==> src/hw/rtl/tbl_pkg.sv <==
`timescale 1ns / 1ps
// Package for the token bucket limiter: field widths, kind/status/register codes,
// reset values and the beat structs of the input and result channels.
// No dependencies.
package tbl_pkg;

  localparam int TOKEN_BITS    = 20;
  localparam int FRAC_BITS_DEF = 16;
  localparam int RATE_BITS     = 32;
  localparam int TICK_BITS     = 16;
  localparam int CODE_BITS     = 2;
  localparam int CFG_IDX_BITS  = 2;
  localparam int CFG_DATA_BITS = 32;

  localparam logic [CODE_BITS-1:0] KIND_UPDATE  = 2'd0;
  localparam logic [CODE_BITS-1:0] KIND_CONSUME = 2'd1;
  localparam logic [CODE_BITS-1:0] KIND_CHECK   = 2'd2;

  localparam logic [CODE_BITS-1:0] STATUS_OK    = 2'd0;
  localparam logic [CODE_BITS-1:0] STATUS_SHORT = 2'd1;
  localparam logic [CODE_BITS-1:0] STATUS_ZERO  = 2'd2;

  localparam logic [CFG_IDX_BITS-1:0] CFG_IDX_RATE = 2'd0;
  localparam logic [CFG_IDX_BITS-1:0] CFG_IDX_MAX  = 2'd1;

  localparam logic [RATE_BITS-1:0]  RATE_RESET = 32'd65536;
  localparam logic [TOKEN_BITS-1:0] MAX_RESET  = TOKEN_BITS'(65535);

  typedef struct packed {
    logic [CODE_BITS-1:0]  kind;
    logic [TICK_BITS-1:0]  tick_gap;
    logic [TOKEN_BITS-1:0] req_size;
  } in_beat_t;

  typedef struct packed {
    logic [CODE_BITS-1:0]  status;
    logic [TOKEN_BITS-1:0] token_level;
  } out_beat_t;

endpackage

==> src/hw/rtl/token_bucket_limiter_core.sv <==
`timescale 1ns / 1ps
// Token bucket limiter core: one rate decision per beat, 32-bit fixed-point rate.
// Depends on tbl_pkg for widths, codes, reset values and beat structs.
//
//   channel | signals                                   | direction
//   in      | in_valid, in_stall, in_data (in_beat_t)   | beat in
//   out     | out_valid, out_stall, out_data (out_beat_t)| beat out
//   cfg     | cfg_valid, cfg_ready, cfg_index, cfg_wdata| register write
//
// A beat is registered, then decided combinationally (one 32x16 multiply, adds and
// compares) while the bucket state updates; its result shows the next cycle.
// Throughput is one beat per cycle while the output register is not stalled.
// Synchronous active-low reset restores the config and state registers and fills the bucket.
// in_stall rises only while a registered beat waits behind a stalled output register.
// cfg_ready is always high.
module token_bucket_limiter_core #(
  parameter int FRAC_BITS = tbl_pkg::FRAC_BITS_DEF
) (
  input  logic                               clk,
  input  logic                               rst_n,
  input  logic                               in_valid,
  output logic                               in_stall,
  input  tbl_pkg::in_beat_t                  in_data,
  output logic                               out_valid,
  input  logic                               out_stall,
  output tbl_pkg::out_beat_t                 out_data,
  input  logic                               cfg_valid,
  output logic                               cfg_ready,
  input  logic [tbl_pkg::CFG_IDX_BITS-1:0]   cfg_index,
  input  logic [tbl_pkg::CFG_DATA_BITS-1:0]  cfg_wdata
);

  localparam int TB     = tbl_pkg::TOKEN_BITS;
  localparam int PROD_W = tbl_pkg::RATE_BITS + tbl_pkg::TICK_BITS;
  localparam int SUM_W  = ((PROD_W > FRAC_BITS) ? PROD_W : FRAC_BITS) + 1;
  localparam int CAP_W  = TB + 1 + FRAC_BITS;
  localparam int CMP_W  = (SUM_W > CAP_W) ? SUM_W : CAP_W;
  localparam int WHOLE_W = TB + 1;
  localparam int LVL_W  = TB + 2;

  logic [tbl_pkg::RATE_BITS-1:0] rate_r;
  logic [TB-1:0]                 max_r;
  logic [TB-1:0]                 count_r;
  logic [TB-1:0]                 count_nxt;
  logic [FRAC_BITS-1:0]          frac_r;
  logic [FRAC_BITS-1:0]          frac_nxt;
  logic                          in_valid_r;
  tbl_pkg::in_beat_t             in_r;
  logic                          out_valid_r;
  tbl_pkg::out_beat_t            out_r;
  tbl_pkg::out_beat_t            out_nxt;

  logic                          advance;
  logic                          in_fire;
  logic                          proc;
  logic [PROD_W-1:0]             prod;
  logic [CMP_W-1:0]              sum;
  logic [CMP_W-1:0]              cap;
  logic [CMP_W-1:0]              capped;
  logic [WHOLE_W-1:0]            whole;
  logic [LVL_W-1:0]              level;
  logic [TB-1:0]                 sat;
  logic                          repl_ok;
  logic [TB-1:0]                 count_rep;
  logic [FRAC_BITS-1:0]          frac_rep;
  logic [TB-1:0]                 diff;
  logic                          short;

  assign advance   = !out_valid_r || !out_stall;
  assign in_stall  = in_valid_r && !advance;
  assign in_fire   = in_valid && !in_stall;
  assign proc      = in_valid_r && advance;
  assign cfg_ready = 1'b1;
  assign out_valid = out_valid_r;
  assign out_data  = out_r;

  always_comb begin
    prod    = PROD_W'(rate_r) * PROD_W'(in_r.tick_gap);
    sum     = CMP_W'(frac_r) + CMP_W'(prod);
    cap     = CMP_W'({max_r, 1'b0}) << FRAC_BITS;
    capped  = (sum > cap) ? (CMP_W'(max_r) << FRAC_BITS) : sum;
    whole   = capped[FRAC_BITS +: WHOLE_W];
    level   = LVL_W'(count_r) + LVL_W'(whole);
    sat     = (level > LVL_W'(max_r)) ? max_r : level[TB-1:0];
    repl_ok = (in_r.tick_gap != '0) && (rate_r != '0);
    count_rep = repl_ok ? sat : count_r;
    frac_rep  = repl_ok ? capped[FRAC_BITS-1:0] : frac_r;
    diff    = count_rep - in_r.req_size;
    short   = (count_rep < in_r.req_size) || (diff > max_r);

    count_nxt      = count_r;
    frac_nxt       = frac_r;
    out_nxt.status = tbl_pkg::STATUS_OK;
    unique case (in_r.kind)
      tbl_pkg::KIND_UPDATE: begin
        count_nxt = count_rep;
        frac_nxt  = frac_rep;
      end
      tbl_pkg::KIND_CONSUME: begin
        if (in_r.req_size == '0) begin
          out_nxt.status = tbl_pkg::STATUS_ZERO;
        end else begin
          frac_nxt = frac_rep;
          if (short) begin
            count_nxt      = count_rep;
            out_nxt.status = tbl_pkg::STATUS_SHORT;
          end else begin
            count_nxt = diff;
          end
        end
      end
      tbl_pkg::KIND_CHECK: begin
        if (count_r < in_r.req_size) begin
          out_nxt.status = tbl_pkg::STATUS_SHORT;
        end
      end
      default: begin
      end
    endcase
    out_nxt.token_level = count_nxt;
  end

  always_ff @(posedge clk) begin
    if (!rst_n) begin
      rate_r      <= tbl_pkg::RATE_RESET;
      max_r       <= tbl_pkg::MAX_RESET;
      count_r     <= tbl_pkg::MAX_RESET;
      frac_r      <= '0;
      in_valid_r  <= 1'b0;
      out_valid_r <= 1'b0;
    end else begin
      if (cfg_valid && cfg_ready) begin
        if (cfg_index == tbl_pkg::CFG_IDX_RATE) begin
          rate_r <= cfg_wdata[tbl_pkg::RATE_BITS-1:0];
        end else if (cfg_index == tbl_pkg::CFG_IDX_MAX) begin
          max_r <= cfg_wdata[TB-1:0];
        end
      end
      if (!in_stall) begin
        in_valid_r <= in_valid;
      end
      if (proc) begin
        count_r     <= count_nxt;
        frac_r      <= frac_nxt;
        out_valid_r <= 1'b1;
      end else if (!out_stall) begin
        out_valid_r <= 1'b0;
      end
    end
  end

  always_ff @(posedge clk) begin
    if (in_fire) begin
      in_r <= in_data;
    end
    if (proc) begin
      out_r <= out_nxt;
    end
  end

endmodule
==> config.mk <==
export PLATFORM = sky130hd
export DESIGN_NAME = token_bucket_limiter_core
export DESIGN_NICKNAME = d
export VERILOG_FILES = /design/src/hw/rtl/tbl_pkg.sv /design/src/hw/rtl/token_bucket_limiter_core.sv
export SDC_FILE = /design/constraint.sdc
export NUM_CORES = 2
export LEC_CHECK = 0
export ABC_AREA = 1
export BUFFER_PORTS_ARGS = -buffer_cell sky130_fd_sc_hd__buf_2
export CAP_MARGIN = 0
export CORE_ASPECT_RATIO = 1.4
export CORE_UTILIZATION = 40
export CTS_CLUSTER_DIAMETER = 150
export DETAILED_ROUTE_END_ITERATION = 10
export GPL_TIMING_DRIVEN = 0
export SYNTH_ARGS = -nofsm -noshare
export SYNTH_HDL_FRONTEND = slang
export SYNTH_SLANG_ARGS = --single-unit
==> constraint.sdc <==
create_clock -name clk -period 22.3 [get_ports clk]
set_input_delay 3.345 -clock clk [delete_from_list [all_inputs] [get_ports clk]]
set_output_delay 3.345 -clock clk [all_outputs]
set_load 0.1 [all_outputs]
# Word level (Yosys, flattened, before mapping)

Cells that the tools add are included.

Bits of input ports: 77
Output and inout port bits: 25
Logic and storage cells: 60
Register bits: 150

Muxes and demuxes: 15
Multiply operators: 1
Add/sub/neg operators: 3
$lt $le $gt $ge: 5
Reductions and logical operators: 19
Eq/ne operators: 5
Bitwise gates (word level): 1

Operator list:

| operator                                             | count |
|---|---|
| 2-to-1 mux 20 bit                                    | 4 |
| adder 16 x 48 -> 49 bit                              | 1 |
| > comparator 49 x 37 -> 1 bit                        | 1 |
| multiplier 32 x 16 -> 48 bit                         | 1 |
| < comparator 20 bit                                  | 2 |
| one-hot mux 20 bit (2 select lines)                  | 1 |
| 2-to-1 mux 37 bit                                    | 1 |
| 2-to-1 mux 16 bit                                    | 2 |
| one-hot mux 16 bit (2 select lines)                  | 1 |
| nonzero test 32 bit                                  | 1 |
| adder 20 x 21 -> 22 bit                              | 1 |
| > comparator 22 x 20 -> 1 bit                        | 1 |
| > comparator 20 bit                                  | 1 |
| logical NOT 20 bit                                   | 1 |
| subtractor 20 bit                                    | 1 |
| nonzero test 16 bit                                  | 1 |
| AND reduction 3 bit                                  | 2 |
| equality test 2 x 1 -> 1 bit (second input constant) | 2 |
| logical AND 1 bit                                    | 4 |
| logical NOT 1 bit                                    | 4 |
| logical NOT 2 bit                                    | 2 |
| 2-to-1 mux 1 bit                                     | 4 |
| one-hot mux 2 bit (2 select lines)                   | 1 |
| equality test 2 bit (second input constant)          | 1 |
| other kinds (7)                                      | 8 |

# Logic depth before layout (Yosys ltp)

Word-level depth: 14
Gate-level depth with buffers: 101

# Worst setup path after synthesis

Ideal clock, no wire load.

Kind: reg2reg
Start point: register rate_r[19] in the netlist's numbering
End point: register out_r (netlist bit out_data[10]) (data pin)
Data arrival time: 14.218 ns
Setup slack: 7.821 ns
Cell stages (with the launch flop): 90
Path through: dfxtp_1 > clkbuf_1 > clkbuf_1 > nand2_1 > fa_1 > inv_1 > fa_1 > inv_1 > fa_1 > inv_1 > fa_1 > fa_1 > inv_1 > fa_1 > inv_1 > ha_1 > nand2_2 > nor2_1 > [... 54 more ...] > nor2_1 > nor2_1 > o21ai_1 > a21boi_0 > o21ai_1 > a21oi_1 > xnor2_1 > ha_1 > nand3_1 > nor3b_1 > nand2_1 > o32ai_1 > nand2_1 > inv_1 > clkbuf_1 > nor2_1 > nor2_1 > o21ai_2

Longest elaborated chain between the ends: 14
Elaborated cells on any way between the ends: 17
Classes of those cells: add/sub: 3; mul: 1; order compare: 4; mux: 6; reduce/logical: 3

RTL lines:

| element                                 | RTL line                         | source |
|---|---|---|
| from (decl)                             | token_bucket_limiter_core.sv:41  | `logic [tbl_pkg::RATE_BITS-1:0] rate_r;` |
| from (signal assigned)                  | token_bucket_limiter_core.sv:125 | `rate_r <= tbl_pkg::RATE_RESET;` |
| from (signal assigned)                  | token_bucket_limiter_core.sv:134 | `rate_r <= cfg_wdata[tbl_pkg::RATE_BITS-1:0];` |
| multiplier 32 x 16 -> 48 bit            | token_bucket_limiter_core.sv:78  | `prod = PROD_W'(rate_r) * PROD_W'(in_r.tick_gap);` |
| adder 16 x 48 -> 49 bit                 | token_bucket_limiter_core.sv:79  | `sum = CMP_W'(frac_r) + CMP_W'(prod);` |
| > comparator 49 x 37 -> 1 bit           | token_bucket_limiter_core.sv:81  | `capped = (sum > cap) ? (CMP_W'(max_r) << FRAC_BITS) : sum;` |
| 2-to-1 mux 37 bit                       | token_bucket_limiter_core.sv:81  |  |
| adder 20 x 21 -> 22 bit                 | token_bucket_limiter_core.sv:83  | `level = LVL_W'(count_r) + LVL_W'(whole);` |
| > comparator 22 x 20 -> 1 bit           | token_bucket_limiter_core.sv:84  | `sat = (level > LVL_W'(max_r)) ? max_r : level[TB-1:0];` |
| 2-to-1 mux 20 bit                       | token_bucket_limiter_core.sv:84  |  |
| 2-to-1 mux 20 bit (*)                   | token_bucket_limiter_core.sv:86  | `count_rep = repl_ok ? sat : count_r;` |
| subtractor 20 bit                       | token_bucket_limiter_core.sv:88  | `diff = count_rep - in_r.req_size;` |
| > comparator 20 bit                     | token_bucket_limiter_core.sv:89  | `short = (count_rep < in_r.req_size) \|\| (diff > max_r);` |
| logical OR 1 bit                        | token_bucket_limiter_core.sv:89  |  |
| 2-to-1 mux 20 bit                       | token_bucket_limiter_core.sv:104 | `if (short) begin` |
| 2-to-1 mux 20 bit                       | token_bucket_limiter_core.sv:100 | `if (in_r.req_size == '0) begin` |
| one-hot mux 20 bit (2 select lines) (*) | token_bucket_limiter_core.sv:94  | `unique case (in_r.kind)` |
| via count_nxt[10]                       | token_bucket_limiter_core.sv:44  | `logic [TB-1:0] count_nxt;` |
| to (signal assigned)                    | token_bucket_limiter_core.sv:157 | `out_r <= out_nxt;` |
| to (decl)                               | token_bucket_limiter_core.sv:50  | `tbl_pkg::out_beat_t out_r;` |

Mark *: on every way through the listed nets, which the timed path passes. The rest lies on a longest branch.
A chain may end at the register's enable or synchronous reset.

# Worst setup path after layout

Start point: register in_r[26] in the netlist's numbering
End point: register count_r[7]

Longest elaborated chain between the ends: 14
Elaborated cells on any way between the ends: 17
Classes of those cells: add/sub: 3; mul: 1; order compare: 4; mux: 6; reduce/logical: 3

RTL lines:

| element                                 | RTL line                         | source |
|---|---|---|
| from (decl)                             | token_bucket_limiter_core.sv:48  | `tbl_pkg::in_beat_t in_r;` |
| from (signal assigned)                  | token_bucket_limiter_core.sv:154 | `in_r <= in_data;` |
| multiplier 32 x 16 -> 48 bit            | token_bucket_limiter_core.sv:78  |  |
| adder 16 x 48 -> 49 bit                 | token_bucket_limiter_core.sv:79  |  |
| > comparator 49 x 37 -> 1 bit           | token_bucket_limiter_core.sv:81  |  |
| 2-to-1 mux 37 bit                       | token_bucket_limiter_core.sv:81  |  |
| adder 20 x 21 -> 22 bit                 | token_bucket_limiter_core.sv:83  |  |
| > comparator 22 x 20 -> 1 bit           | token_bucket_limiter_core.sv:84  |  |
| 2-to-1 mux 20 bit                       | token_bucket_limiter_core.sv:84  |  |
| 2-to-1 mux 20 bit (*)                   | token_bucket_limiter_core.sv:86  |  |
| subtractor 20 bit                       | token_bucket_limiter_core.sv:88  |  |
| > comparator 20 bit                     | token_bucket_limiter_core.sv:89  |  |
| logical OR 1 bit                        | token_bucket_limiter_core.sv:89  |  |
| 2-to-1 mux 20 bit                       | token_bucket_limiter_core.sv:104 |  |
| 2-to-1 mux 20 bit                       | token_bucket_limiter_core.sv:100 |  |
| one-hot mux 20 bit (2 select lines) (*) | token_bucket_limiter_core.sv:94  |  |
| via count_nxt[7]                        | token_bucket_limiter_core.sv:44  |  |
| to (signal assigned)                    | token_bucket_limiter_core.sv:127 | `count_r <= tbl_pkg::MAX_RESET;` |
| to (signal assigned)                    | token_bucket_limiter_core.sv:143 | `count_r <= count_nxt;` |
| to (decl)                               | token_bucket_limiter_core.sv:43  | `logic [TB-1:0] count_r;` |

Marks and branches as above.

==> results.toml <==
[logic_synthesis]
synth_common_cells = "1041 x nand2_1, 968 x inv_1, 437 x fa_1"
synth_top_area_share_pct = 30.0
synthXorXnorAreaFrac_pct = 1.74
ys_seq_area_share_pct = 12.3
muxShareOfSynthArea_pct = 0
yosysTopAreaCell = "fa_1"
synth-seq-cells = 150
synth_edf_count = 60
synth.distinct_cells = 57
async_flop_share_pct = 0
yosysWarnings = 0
synth-adder-area-share_pct = 41.4
syn_avg_cell_area_um2 = 7.31
synth_flop_cell = "dfxtp_1"
yosysMostFrequentCell = "nand2_1"
synth_nets = 4774
synth_simple_gate_area_share_pct = 21.4
netlist_area_um2 = 29200
synth_area_leaders = "fa_1 30%, nand2_1 13%, inv_1 12%"
synth_top_family_by_area = "adder cells"
syn_inst = 3993
synth_compound_area_share_pct = 8.02

[sta]
fmax_ghz = 0.0489
setup_violations = 0
finalCritPeriodShare_pct = 91.7
setup_slack_ns = 1.85
hold_violations = 0
rsz0062_at_grt = "no"
slew-limit-headroom_pct = 15.7
slew_viol_final = 0
final.setup.tns_ns = 0
period_minus_slack_ns = 20.45
hold_slack_ns = 0.479
fin_skew_ns = 0.0172
worst_pin_slew_ns = 1.25

[routing]
vias_per_cell = 5.13
drt-pass1-iter-count = 6
wl_mm = 104
wire_per_inst_um = 20.5
first_iter_violations = 1496
drcViolationCount = 0
vias = 26000
drtAntennaViolNets = 0

[cells_and_area]
drive_gt1_share_pct = 6.25
final_cells = 5069
nNetsFinal = 4893
n_antenna_cell = 0
synthToLayoutAreaGrowth_pct = 7.90

[place]
gp_congestion = 1.01
place_inst = 5037
place_ws_ns = 2.21
numPortBuffers = 99
dp_hpwl_mm = 89.4

[outcome]
outcome = "finished, final reports clean"

[clock_network]
cts_hold_buf = 0
clk_latency_ns = 0.51
cts_buffers = 17
cts_setup_buffers = 0
root_buffer = "clkbuf_16"
clockBufferDepth = 2
clk_pin_slew_worst_paths_ns = 0.08
cts_resized = 0
cts_sinks = 150
htree_levels = 4
cts_tree = "done"

[power]
power_mw = 3.24
power.leakage_nw = 17.0
power.density_nw_per_um2 = 103
peakVddDrop_mv = 0.0749

[floorplan]
io_pins = 102
core_area_um2 = 71800
die_h_um = 322
initial_utilization_pct = 40.6
die_area_um2 = 74100
rows = 116
die_w_um = 230

[setup_path]
critPathLaunchType = "flip-flop"
cp_common_cell = "nand2_1"
reg2reg_slack_ns = 1.85
end_kind = "flip-flop"
required_ns = 22.75
worst-setup-path-type = "reg2reg"
cp_slowest_cell = "o41ai_1"
crit_path_max_incr_delay_ns = 0.94
path_max_fanout = 10
arrival_ns = 20.90

[grt]
grt_use_total_pct = 28.7
antenna_found_initial = 1
grt_pass1_wl_mm = 157
grt_max_degree = 35
globalRouteOverflowTotal = 0
grt_pass1_vias = 27500

[flow_run]
drv_cap = 0

[worst_hold_path]
hold_path.class = "reg2reg"
metrics by stage:
stage | utilization [%] | area [um^2]
floorplan | - | 29200
global placement | 43.0 | 30900
detailed placement | 43.0 | 30900
CTS | 43.9 | 31500
global route | 43.9 | 31500
finish | 43.9 | 31500
layer usage:
layer	global-route usage, %	routed length (um)	part of all wire, %
met1	29.2	35900	35
met2	53.0	53600	51
met3	3.90	5720	5.5
met4	21.9	8840	8.5
met5	0	13	0.012
where the power goes:
| part | internal [mW] | switching [mW] |
|---|---|---|
| clock network | 0.160 | 0.151 |
| registers | 0.312 | 0.0147 |
| logic | 0.853 | 1.75 |
| total | 1.32 | 1.92 |
worst paths after layout:
check / startpoint / to / cells past startpoint
worst max-delay path: in_r[26] / count_r[7] / 90
worst min-delay path: frac_r[10] / frac_r[10] / 2
worst max register to register: in_r[26] / count_r[7] / 90
worst min register to register: frac_r[10] / frac_r[10] / 2
state kept, by name (all words and copies together), names as in the netlist:
signal	cells
max_r	20
rate_r	32
out_data	22
in_valid_r	1
frac_r	16
count_r	20
out_valid	1
in_r	38
final cells by class:
class | instances | area [um^2]
fill | 7553 | 40300
multi-input combinational | 2681 | 21200
inverter | 984 | 3700
sequential | 150 | 3600
tap | 944 | 1180
buffer | 178 | 707
timing repair buffer | 100 | 515
clock buffer | 17 | 425
clock inverter | 15 | 181
cell families after synthesis:
family	Yosys count
compound gates	417
xor+xnor	58
fa+ha+maj	704
buf+inv	1162
flops	150
other cells	1
simple gates	1501
worst max-delay path: cells and delay by family, from the launching register on:
kind                     cells  cell delay (ns)
AO/OA/AOI/OAI               21             5.17
XOR/XNOR                     3             0.54
adder cells (fa/ha/maj)     13             5.38
buffers and inverters       17             3.66
flip-flops                   1             0.33
AND/OR/NAND/NOR             36             5.27
placed cells by master (no fill, tap or decap), drive strengths merged, types with 36 or more instances in the layout:
cell type	count
nand2	1081
buf	108
a21oi	204
ha	267
edfxtp	60
clkbuf	187
fa	437
xor2	36
nand3	105
nor2	217
dfxtp	90
o21ai	139
inv	986
nand4	38
No activity file was read; power rests on OpenSTA's default activity.
